### src/sv/selective_repeat_sender_window_defines.svh
// assertion macros used by the sender window controller
`ifndef SELECTIVE_REPEAT_SENDER_WINDOW_DEFINES_SVH
`define SELECTIVE_REPEAT_SENDER_WINDOW_DEFINES_SVH

`ifndef NO_ASSERTIONS
// same-cycle implication
`define SRSW_ASSERT(lbl, ck, rn, ante, cons) \
    lbl: assert property (@(posedge ck) disable iff (!rn) (ante) |-> (cons)) \
        else $error("srsw assertion failed");
// next-cycle implication
`define SRSW_ASSERT_NEXT(lbl, ck, rn, ante, cons) \
    lbl: assert property (@(posedge ck) disable iff (!rn) (ante) |=> (cons)) \
        else $error("srsw assertion failed");
`else
`define SRSW_ASSERT(lbl, ck, rn, ante, cons)
`define SRSW_ASSERT_NEXT(lbl, ck, rn, ante, cons)
`endif

`endif

### src/sv/srsw_pkg.sv
package srsw_pkg;

    // parameter defaults
    localparam int WINDOW_DEF       = 8;
    localparam int SEQ_BITS_DEF     = 8;
    localparam int PAYLOAD_BITS_DEF = 64;

    // fixed field widths on the ports
    localparam int OP_W    = 2;
    localparam int SEQ_W   = 8;
    localparam int PAY_W   = 64;
    localparam int EV_W    = 3;
    localparam int TDATA_W = 80;

    // opcodes
    localparam logic [OP_W-1:0] OP_SEND    = 2'd0;
    localparam logic [OP_W-1:0] OP_ACK     = 2'd1;
    localparam logic [OP_W-1:0] OP_TIMEOUT = 2'd2;

    typedef enum logic [EV_W-1:0] {
        EV_SENT    = 3'd0,
        EV_REFUSED = 3'd1,
        EV_ACKED   = 3'd2,
        EV_DISCARD = 3'd3,
        EV_RESENT  = 3'd4
    } event_t;

    typedef enum logic [1:0] {
        ST_IDLE,
        ST_EXEC,
        ST_SLIDE
    } state_t;

    typedef struct packed {
        event_t              event_res;
        logic [SEQ_W-1:0]    packet_sequence;
        logic [PAY_W-1:0]    packet_payload;
        logic                window_full;
    } result_t;

endpackage

### src/sv/selective_repeat_sender_window.sv
// Sender side of a selective-repeat ARQ link. Each input transaction carries one
// event in s_axis_tuser (send a new payload, an ack arrived, or a retransmit timer
// expired) and yields exactly one result transaction telling what happened: packet
// sent, send refused because the window is full, ack accepted, input discarded, or
// packet resent with its buffered payload. Unacknowledged payloads live in a
// WINDOW-deep circular payload memory addressed by slot; per-slot acknowledged bits
// sit in flip-flops cleared by reset. Sequence numbers wrap at 2^SEQ_BITS and the
// usable window is WINDOW, capped at 2^SEQ_BITS - 1. Items are handled one at a
// time: sends, timeouts and discards are accepted in IDLE, which launches the
// payload memory read, then executed in EXEC, which uses the read data; an accepted
// ack moves on to SLIDE, where the window base advances one slot per cycle past
// acknowledged slots, and is reported once the base stops. A new transaction is
// taken while the previous result still waits in the output register; execution
// stalls only when that register is still occupied.
module selective_repeat_sender_window #(
    parameter int WINDOW       = srsw_pkg::WINDOW_DEF,
    parameter int SEQ_BITS     = srsw_pkg::SEQ_BITS_DEF,
    parameter int PAYLOAD_BITS = srsw_pkg::PAYLOAD_BITS_DEF
) (
    input  logic                             clk,
    input  logic                             rst_n,
    input  logic                             s_axis_tvalid,
    output logic                             s_axis_tready,
    // payload_word [63:0], sequence_number [71:64], checksum_ok [72], zero fill
    input  logic [srsw_pkg::TDATA_W-1:0]     s_axis_tdata,
    // opcode [1:0]
    input  logic [srsw_pkg::OP_W-1:0]        s_axis_tuser,
    output logic                             m_axis_tvalid,
    input  logic                             m_axis_tready,
    // packet_sequence [7:0], packet_payload [71:8], window_full [72], zero fill
    output logic [srsw_pkg::TDATA_W-1:0]     m_axis_tdata,
    // event_res [2:0]
    output logic [srsw_pkg::EV_W-1:0]        m_axis_tuser
);

    localparam int ADDR_W = (WINDOW > 1) ? $clog2(WINDOW) : 1;

    // payload memory port
    logic                    mem_we;
    logic [ADDR_W-1:0]       mem_waddr;
    logic [PAYLOAD_BITS-1:0] mem_wdata;
    logic                    mem_re;
    logic [ADDR_W-1:0]       mem_raddr;
    logic [PAYLOAD_BITS-1:0] mem_rdata;

    // result handoff into the output register
    logic                    res_valid;
    srsw_pkg::result_t       res;
    logic                    out_free;

    logic                    out_valid_reg, out_valid_next;
    srsw_pkg::result_t       out_res_reg;

    // output register is free when empty or drained this cycle
    assign out_free = !out_valid_reg || m_axis_tready;

    srsw_window_ctrl #(
        .WINDOW       (WINDOW),
        .SEQ_BITS     (SEQ_BITS),
        .PAYLOAD_BITS (PAYLOAD_BITS),
        .ADDR_W       (ADDR_W)
    ) u_ctrl (
        .clk        (clk),
        .rst_n      (rst_n),
        .in_valid   (s_axis_tvalid),
        .in_ready   (s_axis_tready),
        .in_opcode  (s_axis_tuser),
        .in_payload (s_axis_tdata[63:0]),
        .in_seq     (s_axis_tdata[71:64]),
        .in_ok      (s_axis_tdata[72]),
        .out_free   (out_free),
        .res_valid  (res_valid),
        .res        (res),
        .mem_we     (mem_we),
        .mem_waddr  (mem_waddr),
        .mem_wdata  (mem_wdata),
        .mem_re     (mem_re),
        .mem_raddr  (mem_raddr),
        .mem_rdata  (mem_rdata)
    );

    srsw_payload_mem #(
        .DEPTH  (WINDOW),
        .ADDR_W (ADDR_W),
        .DATA_W (PAYLOAD_BITS)
    ) u_mem (
        .clk   (clk),
        .we    (mem_we),
        .waddr (mem_waddr),
        .wdata (mem_wdata),
        .re    (mem_re),
        .raddr (mem_raddr),
        .rdata (mem_rdata)
    );

    // output register: load a fresh result, else drop once taken
    always_comb
    begin
        out_valid_next = out_valid_reg;
        if (res_valid)
        begin
            out_valid_next = 1'b1;
        end
        else if (m_axis_tready)
        begin
            out_valid_next = 1'b0;
        end
    end

    always_ff @(posedge clk or negedge rst_n)
    begin
        if (!rst_n)
        begin
            out_valid_reg <= 1'b0;
        end
        else
        begin
            out_valid_reg <= out_valid_next;
        end
    end

    always_ff @(posedge clk)
    begin
        if (res_valid)
        begin
            out_res_reg <= res;
        end
    end

    assign m_axis_tvalid = out_valid_reg;
    assign m_axis_tuser  = out_res_reg.event_res;
    assign m_axis_tdata  = {7'b0, out_res_reg.window_full, out_res_reg.packet_payload,
                            out_res_reg.packet_sequence};

endmodule

### src/sv/srsw_payload_mem.sv
module srsw_payload_mem #(
    parameter int DEPTH  = srsw_pkg::WINDOW_DEF,
    parameter int ADDR_W = 3,
    parameter int DATA_W = srsw_pkg::PAYLOAD_BITS_DEF
) (
    input  logic              clk,
    input  logic              we,
    input  logic [ADDR_W-1:0] waddr,
    input  logic [DATA_W-1:0] wdata,
    input  logic              re,
    input  logic [ADDR_W-1:0] raddr,
    output logic [DATA_W-1:0] rdata
);

    logic [DATA_W-1:0] mem [DEPTH];

    always_ff @(posedge clk)
    begin
        if (we)
        begin
            mem[waddr] <= wdata;
        end
    end

    // read data holds until the next read
    always_ff @(posedge clk)
    begin
        if (re)
        begin
            rdata <= mem[raddr];
        end
    end

endmodule

### src/sv/srsw_window_ctrl.sv
`include "selective_repeat_sender_window_defines.svh"

module srsw_window_ctrl #(
    parameter int WINDOW       = srsw_pkg::WINDOW_DEF,
    parameter int SEQ_BITS     = srsw_pkg::SEQ_BITS_DEF,
    parameter int PAYLOAD_BITS = srsw_pkg::PAYLOAD_BITS_DEF,
    parameter int ADDR_W       = 3
) (
    input  logic                            clk,
    input  logic                            rst_n,
    input  logic                            in_valid,
    output logic                            in_ready,
    input  logic [srsw_pkg::OP_W-1:0]       in_opcode,
    input  logic [srsw_pkg::PAY_W-1:0]      in_payload,
    input  logic [srsw_pkg::SEQ_W-1:0]      in_seq,
    input  logic                            in_ok,
    input  logic                            out_free,
    output logic                            res_valid,
    output srsw_pkg::result_t               res,
    output logic                            mem_we,
    output logic [ADDR_W-1:0]               mem_waddr,
    output logic [PAYLOAD_BITS-1:0]         mem_wdata,
    output logic                            mem_re,
    output logic [ADDR_W-1:0]               mem_raddr,
    input  logic [PAYLOAD_BITS-1:0]         mem_rdata
);

    localparam int EFF_WIN = (WINDOW < (2 ** SEQ_BITS)) ? WINDOW : (2 ** SEQ_BITS) - 1;
    localparam int OFF_W   = (SEQ_BITS > ADDR_W) ? SEQ_BITS : ADDR_W;
    localparam logic [ADDR_W-1:0] LAST_SLOT = ADDR_W'(WINDOW - 1);
    localparam logic [ADDR_W:0]   WIN_SUM   = (ADDR_W + 1)'(WINDOW);

    srsw_pkg::state_t state_reg, state_next;

    logic [SEQ_BITS-1:0]     base_reg, base_next;
    logic [SEQ_BITS-1:0]     next_seq_reg, next_seq_next;
    logic [ADDR_W-1:0]       base_slot_reg, base_slot_next;
    logic [ADDR_W-1:0]       tail_slot_reg, tail_slot_next;
    logic [WINDOW-1:0]       acked_reg, acked_next;

    // held transaction
    logic [srsw_pkg::OP_W-1:0] op_reg;
    logic [PAYLOAD_BITS-1:0]   pay_reg;
    logic [SEQ_BITS-1:0]       seq_reg;
    logic                      ok_reg;
    logic [ADDR_W-1:0]         slot_reg;

    logic                      accept;
    logic [SEQ_BITS-1:0]       seq_in;
    logic [SEQ_BITS-1:0]       off_in;
    logic [OFF_W-1:0]          off_in_ext;
    logic [ADDR_W-1:0]         slot_in;
    logic [SEQ_BITS-1:0]       count;
    logic [SEQ_BITS-1:0]       off;
    logic                      in_win;
    logic                      full_now;
    logic                      full_after_send;
    logic                      do_send;
    logic                      ack_ok;
    logic                      resend_ok;
    logic                      slide_step;

    function automatic logic [ADDR_W-1:0] slot_add(input logic [ADDR_W-1:0] a,
                                                    input logic [ADDR_W-1:0] b);
        logic [ADDR_W:0] s;
        s = {1'b0, a} + {1'b0, b};
        if (s >= WIN_SUM)
        begin
            s = s - WIN_SUM;
        end
        return s[ADDR_W-1:0];
    endfunction

    function automatic logic [ADDR_W-1:0] slot_inc(input logic [ADDR_W-1:0] a);
        return (a == LAST_SLOT) ? '0 : a + 1'b1;
    endfunction

    // slot lookup for the incoming transaction, feeds the memory read
    assign accept     = in_valid && in_ready;
    assign seq_in     = SEQ_BITS'(in_seq);
    assign off_in     = seq_in - base_reg;
    assign off_in_ext = OFF_W'(off_in);
    assign slot_in    = (int'(off_in) < WINDOW) ?
                        slot_add(base_slot_reg, off_in_ext[ADDR_W-1:0]) : '0;

    // window decisions on the held transaction
    assign count           = next_seq_reg - base_reg;
    assign off             = seq_reg - base_reg;
    assign in_win          = off < count;
    assign full_now        = int'(count) >= EFF_WIN;
    assign full_after_send = (int'(count) + 1) >= EFF_WIN;
    assign do_send         = (op_reg == srsw_pkg::OP_SEND) && !full_now;
    assign ack_ok          = (op_reg == srsw_pkg::OP_ACK) && ok_reg && in_win;
    assign resend_ok       = (op_reg == srsw_pkg::OP_TIMEOUT) && in_win && !acked_reg[slot_reg];
    assign slide_step      = acked_reg[base_slot_reg] && (count != '0);

    // next state
    always_comb
    begin
        state_next = state_reg;
        unique case (state_reg)
            srsw_pkg::ST_IDLE:
            begin
                if (accept)
                begin
                    state_next = srsw_pkg::ST_EXEC;
                end
            end
            srsw_pkg::ST_EXEC:
            begin
                if (out_free)
                begin
                    state_next = ack_ok ? srsw_pkg::ST_SLIDE : srsw_pkg::ST_IDLE;
                end
            end
            srsw_pkg::ST_SLIDE:
            begin
                if (!slide_step && out_free)
                begin
                    state_next = srsw_pkg::ST_IDLE;
                end
            end
            default:
            begin
                state_next = srsw_pkg::ST_IDLE;
            end
        endcase
    end

    // outputs
    always_comb
    begin
        in_ready                = 1'b0;
        res_valid               = 1'b0;
        res.event_res           = srsw_pkg::EV_DISCARD;
        res.packet_sequence     = '0;
        res.packet_payload      = '0;
        res.window_full         = full_now;
        mem_we                  = 1'b0;
        mem_waddr               = tail_slot_reg;
        mem_wdata               = pay_reg;
        mem_re                  = 1'b0;
        mem_raddr               = slot_in;
        unique case (state_reg)
            srsw_pkg::ST_IDLE:
            begin
                in_ready = 1'b1;
                mem_re   = in_valid;
            end
            srsw_pkg::ST_EXEC:
            begin
                if (out_free && !ack_ok)
                begin
                    res_valid = 1'b1;
                    priority if (op_reg == srsw_pkg::OP_SEND)
                    begin
                        if (do_send)
                        begin
                            mem_we              = 1'b1;
                            res.event_res       = srsw_pkg::EV_SENT;
                            res.packet_sequence = srsw_pkg::SEQ_W'(next_seq_reg);
                            res.packet_payload  = srsw_pkg::PAY_W'(pay_reg);
                            res.window_full     = full_after_send;
                        end
                        else
                        begin
                            res.event_res = srsw_pkg::EV_REFUSED;
                        end
                    end
                    else if (resend_ok)
                    begin
                        res.event_res       = srsw_pkg::EV_RESENT;
                        res.packet_sequence = srsw_pkg::SEQ_W'(seq_reg);
                        res.packet_payload  = srsw_pkg::PAY_W'(mem_rdata);
                    end
                    else
                    begin
                        res.event_res = srsw_pkg::EV_DISCARD;
                    end
                end
            end
            srsw_pkg::ST_SLIDE:
            begin
                if (!slide_step && out_free)
                begin
                    res_valid           = 1'b1;
                    res.event_res       = srsw_pkg::EV_ACKED;
                    res.packet_sequence = srsw_pkg::SEQ_W'(seq_reg);
                end
            end
            default:
            begin
                in_ready = 1'b0;
            end
        endcase
    end

    // window state updates
    always_comb
    begin
        base_next      = base_reg;
        next_seq_next  = next_seq_reg;
        base_slot_next = base_slot_reg;
        tail_slot_next = tail_slot_reg;
        acked_next     = acked_reg;
        if ((state_reg == srsw_pkg::ST_EXEC) && out_free)
        begin
            if (do_send)
            begin
                acked_next[tail_slot_reg] = 1'b0;
                next_seq_next             = next_seq_reg + 1'b1;
                tail_slot_next            = slot_inc(tail_slot_reg);
            end
            if (ack_ok)
            begin
                acked_next[slot_reg] = 1'b1;
            end
        end
        if ((state_reg == srsw_pkg::ST_SLIDE) && slide_step)
        begin
            acked_next[base_slot_reg] = 1'b0;
            base_next                 = base_reg + 1'b1;
            base_slot_next            = slot_inc(base_slot_reg);
        end
    end

    always_ff @(posedge clk or negedge rst_n)
    begin
        if (!rst_n)
        begin
            state_reg     <= srsw_pkg::ST_IDLE;
            base_reg      <= '0;
            next_seq_reg  <= '0;
            base_slot_reg <= '0;
            tail_slot_reg <= '0;
            acked_reg     <= '0;
        end
        else
        begin
            state_reg     <= state_next;
            base_reg      <= base_next;
            next_seq_reg  <= next_seq_next;
            base_slot_reg <= base_slot_next;
            tail_slot_reg <= tail_slot_next;
            acked_reg     <= acked_next;
        end
    end

    always_ff @(posedge clk)
    begin
        if (accept)
        begin
            op_reg   <= in_opcode;
            pay_reg  <= in_payload[PAYLOAD_BITS-1:0];
            seq_reg  <= seq_in;
            ok_reg   <= in_ok;
            slot_reg <= slot_in;
        end
    end

    `SRSW_ASSERT(a_idle_settled, clk, rst_n, state_reg == srsw_pkg::ST_IDLE, !slide_step)
    `SRSW_ASSERT(a_count_bound, clk, rst_n, 1'b1, int'(count) <= EFF_WIN)
    `SRSW_ASSERT(a_empty_slots, clk, rst_n, count == '0, tail_slot_reg == base_slot_reg)
    `SRSW_ASSERT(a_emit_free, clk, rst_n, res_valid, out_free)
    `SRSW_ASSERT_NEXT(a_accept_exec, clk, rst_n, accept, state_reg == srsw_pkg::ST_EXEC)

endmodule

### config.mk
export PLATFORM = sky130hd
export DESIGN_NAME = selective_repeat_sender_window
export DESIGN_NICKNAME = d
export VERILOG_FILES = /design/src/sv/srsw_pkg.sv /design/src/sv/selective_repeat_sender_window.sv /design/src/sv/srsw_payload_mem.sv /design/src/sv/srsw_window_ctrl.sv
export VERILOG_INCLUDE_DIRS = /design/src /design/src/sv
export SDC_FILE = /design/constraint.sdc
export NUM_CORES = 1
export LEC_CHECK = 0
export BUFFER_PORTS_ARGS = -buffer_cell sky130_fd_sc_hd__buf_2
export CAP_MARGIN = 10
export CORE_MARGIN = 3
export CORE_UTILIZATION = 55
export DETAILED_ROUTE_END_ITERATION = 8
export PLACE_DENSITY = 0.76
export REMOVE_ABC_BUFFERS = 1
export SYNTH_ARGS = -nofsm -noshare
export SYNTH_HDL_FRONTEND = slang
export SYNTH_SLANG_ARGS = --single-unit
### constraint.sdc
create_clock -name clk -period 8.65 [get_ports clk]
set_clock_uncertainty 0.2 [all_clocks]
set_input_delay 0.4325 -clock clk [delete_from_list [all_inputs] [get_ports clk]]
set_output_delay 0.4325 -clock clk [all_outputs]
set_load 0.01 [all_outputs]
==> flow_metrics.tcl <==
set metrics [dict create \
    core.rowCount 86 \
    wl_um 68500 \
    vias 17700 \
    cts-root-buf "clkbuf_16" \
    crit_chain "inv_1 -> ha_1 -> inv_1 -> fa_1 -> and3_1 -> o211ai_1 -> o311ai_1 -> a2111oi_2 -> nand4_1 -> nor2_4 -> buf_4" \
    hp-start "m_axis_tready" \
    intPower_mw 7.32 \
    vias_per_cell 5.96 \
    largest-register "u_mem.mem" \
    port_buffers 156 \
    track_usage_pct 23.2 \
    status "finished, final reports clean" \
    start_util_pct 55.8 \
    fin_crit_sh_pct 62.4 \
    drt_iter0_markers 1655 \
    grt_pass1_vias 18000 \
    wl_per_cell_um 23.1 \
    post-cts-setup-buffer-count 0 \
    antenna_left 0 \
    cap_viol_max_count 0 \
    grt_max_degree 69 \
    hold_class "in -> reg" \
    critPathLaunch "u_ctrl.next_seq_reg[0]" \
    dieWidth_um 243 \
    power_switching_mw 2.94 \
    finalHoldViolCount 0 \
    r2r_setup_slack_ps 3250 \
    syn-cell-area_mm2 0.0308 \
    dp_hpwl_um 34700 \
    grt_pass1_wl_um 105000 \
    ctsResizeCount 0 \
    yosys_most_used_dff "edfxtp_1" \
    max_stage_delay_ps 960 \
    ys_ff_latch 763 \
    rsz0062_at_grt "no" \
    avgSynthCellArea_um2 16.1 \
    layout-drive-gt1-share_pct 15.7 \
    cp-end-kind "flip-flop" \
    tightestPinTransition_ps 1110 \
    die_h_um 243 \
    path_clk_slew_ps 60 \
    netlist_instances 1911 \
    drv_slew 0 \
    place_inst 2747 \
    power_frac_seq_pct 47.4 \
    place_ws_ps 3260 \
    synth_edf_count 730 \
    arrival_ps 5440 \
    cts_hold_buf 77 \
    cts_tree "done" \
    cp-start-kind "flip-flop" \
    async_flop_share_pct 4.33 \
    power_density_mw_per_mm2 287 \
    setup_viol 0 \
    reg2reg_from "u_ctrl.next_seq_reg[0]" \
    finalCriticalPeriod_ps 5400 \
    fin_util_pct 64.6 \
    ioPinCount 171 \
    crit_fanout 42 \
    yosysUniqueCellTypes 69 \
    ys_seq_area_share_pct 73.7 \
    antenna_cells 0 \
    max_slew_margin_pct 25.8 \
    crit_top_cell "inv_1" \
    cts_sinks 763 \
    path_class "reg -> reg" \
    layout_common_cells "730 x edfxtp_1, 156 x inv_1, 156 x buf_2" \
    area_delta_synth_final_pct 15.8 \
    leakage_nw 13.0 \
    yosys_warnings 0 \
    fin_nets 2281 \
    grt-ovfl-total 0 \
    coreArea_mm2 0.0553 \
    htreeDepth 3 \
    dieArea_mm2 0.0590 \
    firstDrtPassIters 6 \
    cts-buffers-inserted 76 \
    p_comb_share_pct 20.0 \
    clockBufferDepth 3 \
    critPathTopFamily "simple AND/OR/NAND/NOR gates" \
    largest_reg_flops 512 \
    final_common_cell "edfxtp_1" \
    layout_setup_ws_ps 3250 \
    p_sw_share_pct 28.7 \
    ir_drop_mv 0.227 \
    fmax_mhz 185 \
    crit_required_ps 8690 \
    fin_cells 2963 \
    place_congestion 0.860 \
    drc_errors 0 \
    antenna_found_initial 1 \
    crit_slowest_cell "nor2_4" \
    clkLatencyLatePin_ps 630 \
    hold-worst-slack_ps 100 \
    crit_buf_inv 3 \
    clock_power_share_pct 32.6 \
]
kinds of logic (layout without fill, tap and decap cells):
| logic type | after synthesis | in the layout | share of synthesized area [%] |
|---|---|---|---|
| AND/OR/NAND/NOR | 269 | 269 | 4.48 |
| other | 1 | 7 | 0.0122 |
| adder cells (fa/ha/maj) | 41 | 41 | 1.76 |
| flip-flops | 763 | 763 | 73.7 |
| XOR/XNOR | 27 | 27 | 0.767 |
| AO/OA/AOI/OAI | 419 | 419 | 11.0 |
| buffers and inverters | 254 | 552 | 3.62 |
| multiplexers | 137 | 137 | 4.63 |
layout make-up:
type,count,area [µm²]
inverters,156,586
multi-input cells,900,7160
well taps,748,936
clock inverters,46,551
fillers,3752,19600
repair buffers,257,1730
flip-flops and latches,763,22700
clock buffers,93,2020
per-stage QoR:
| stage | TNS, ps | total power, mW | area (µm²) |
|---|---|---|---|
| global route | 0 | 10.7 | 35700 |
| global placement | 0 | 6.88 | 32400 |
| floorplan | -48530 | 6.35 | 30300 |
| CTS | 0 | 10.3 | 35700 |
| finish | 0 | 10.3 | 35700 |
| detailed placement | 0 | 6.95 | 32400 |
final timing paths:
| path | cells past startpoint | end |
|---|---|---|
| worst max-delay path | 11 | u_mem.mem[7][4] |
| worst min-delay path | 3 | m_axis_tvalid |
| worst max register to register | 11 | u_mem.mem[7][4] |
| worst min register to register | 1 | u_ctrl.base_reg[5] |
| max in group asynchronous | 2 | u_ctrl.base_reg[0] |
| min in group asynchronous | 2 | u_ctrl.acked_reg[4] |
cells in the mapped netlist (all sizes together) (5+ instances only):
| cell | n | area, µm² |
|---|---|---|
| edfxtp | 730 | 21900 |
| inv | 156 | 586 |
| mux2i | 128 | 1280 |
| nand2 | 101 | 379 |
| nor2b | 72 | 450 |
| a211oi | 70 | 551 |
| a22oi | 69 | 518 |
| o21a | 68 | 510 |
| a221oi | 65 | 638 |
| a22o | 64 | 561 |
| clkbuf | 51 | 191 |
| buf | 47 | 339 |
| ha | 37 | 463 |
| dfrtp | 33 | 826 |
| nor2 | 22 | 82.6 |
| o21ai | 22 | 114 |
| xnor2 | 20 | 175 |
| a21oi | 14 | 70.1 |
| nand3 | 13 | 65.1 |
| nor3 | 12 | 65.1 |
| nand4 | 10 | 62.6 |
| a21o | 8 | 60.1 |
| and3 | 8 | 50.1 |
| xor2 | 7 | 61.3 |
| nand2b | 6 | 37.5 |
| mux2 | 5 | 56.3 |
| o2111a | 5 | 56.3 |
| o31ai | 5 | 37.5 |
tightest hold or removal path: stages:
cell and delay [ps]:
buf_2 110, nor2b_1 190, or2_2 140
metal layers:
metal | vias up | GRT usage, % | wire (µm)
li1 | 7851 | - | -
met1 | 8831 | 32.1 | 27500
met2 | 846 | 38.0 | 33100
met3 | 139 | 3.98 | 6140
met4 | 0 | 7.45 | 1750
met5 | - | 0 | 0
power groups by stage:
stage                     Combinational [mW]  Sequential (mW)  Clock [mW]
after global placement                  1.97             4.91           0
after CTS                               2.06             4.86        3.39
final                                   2.05             4.86        3.35
after global routing                    2.23             4.90        3.55
after floorplan                         1.42             4.94           0
after detailed placement                2.02             4.93           0
Power figures use the tool's default switching activity.
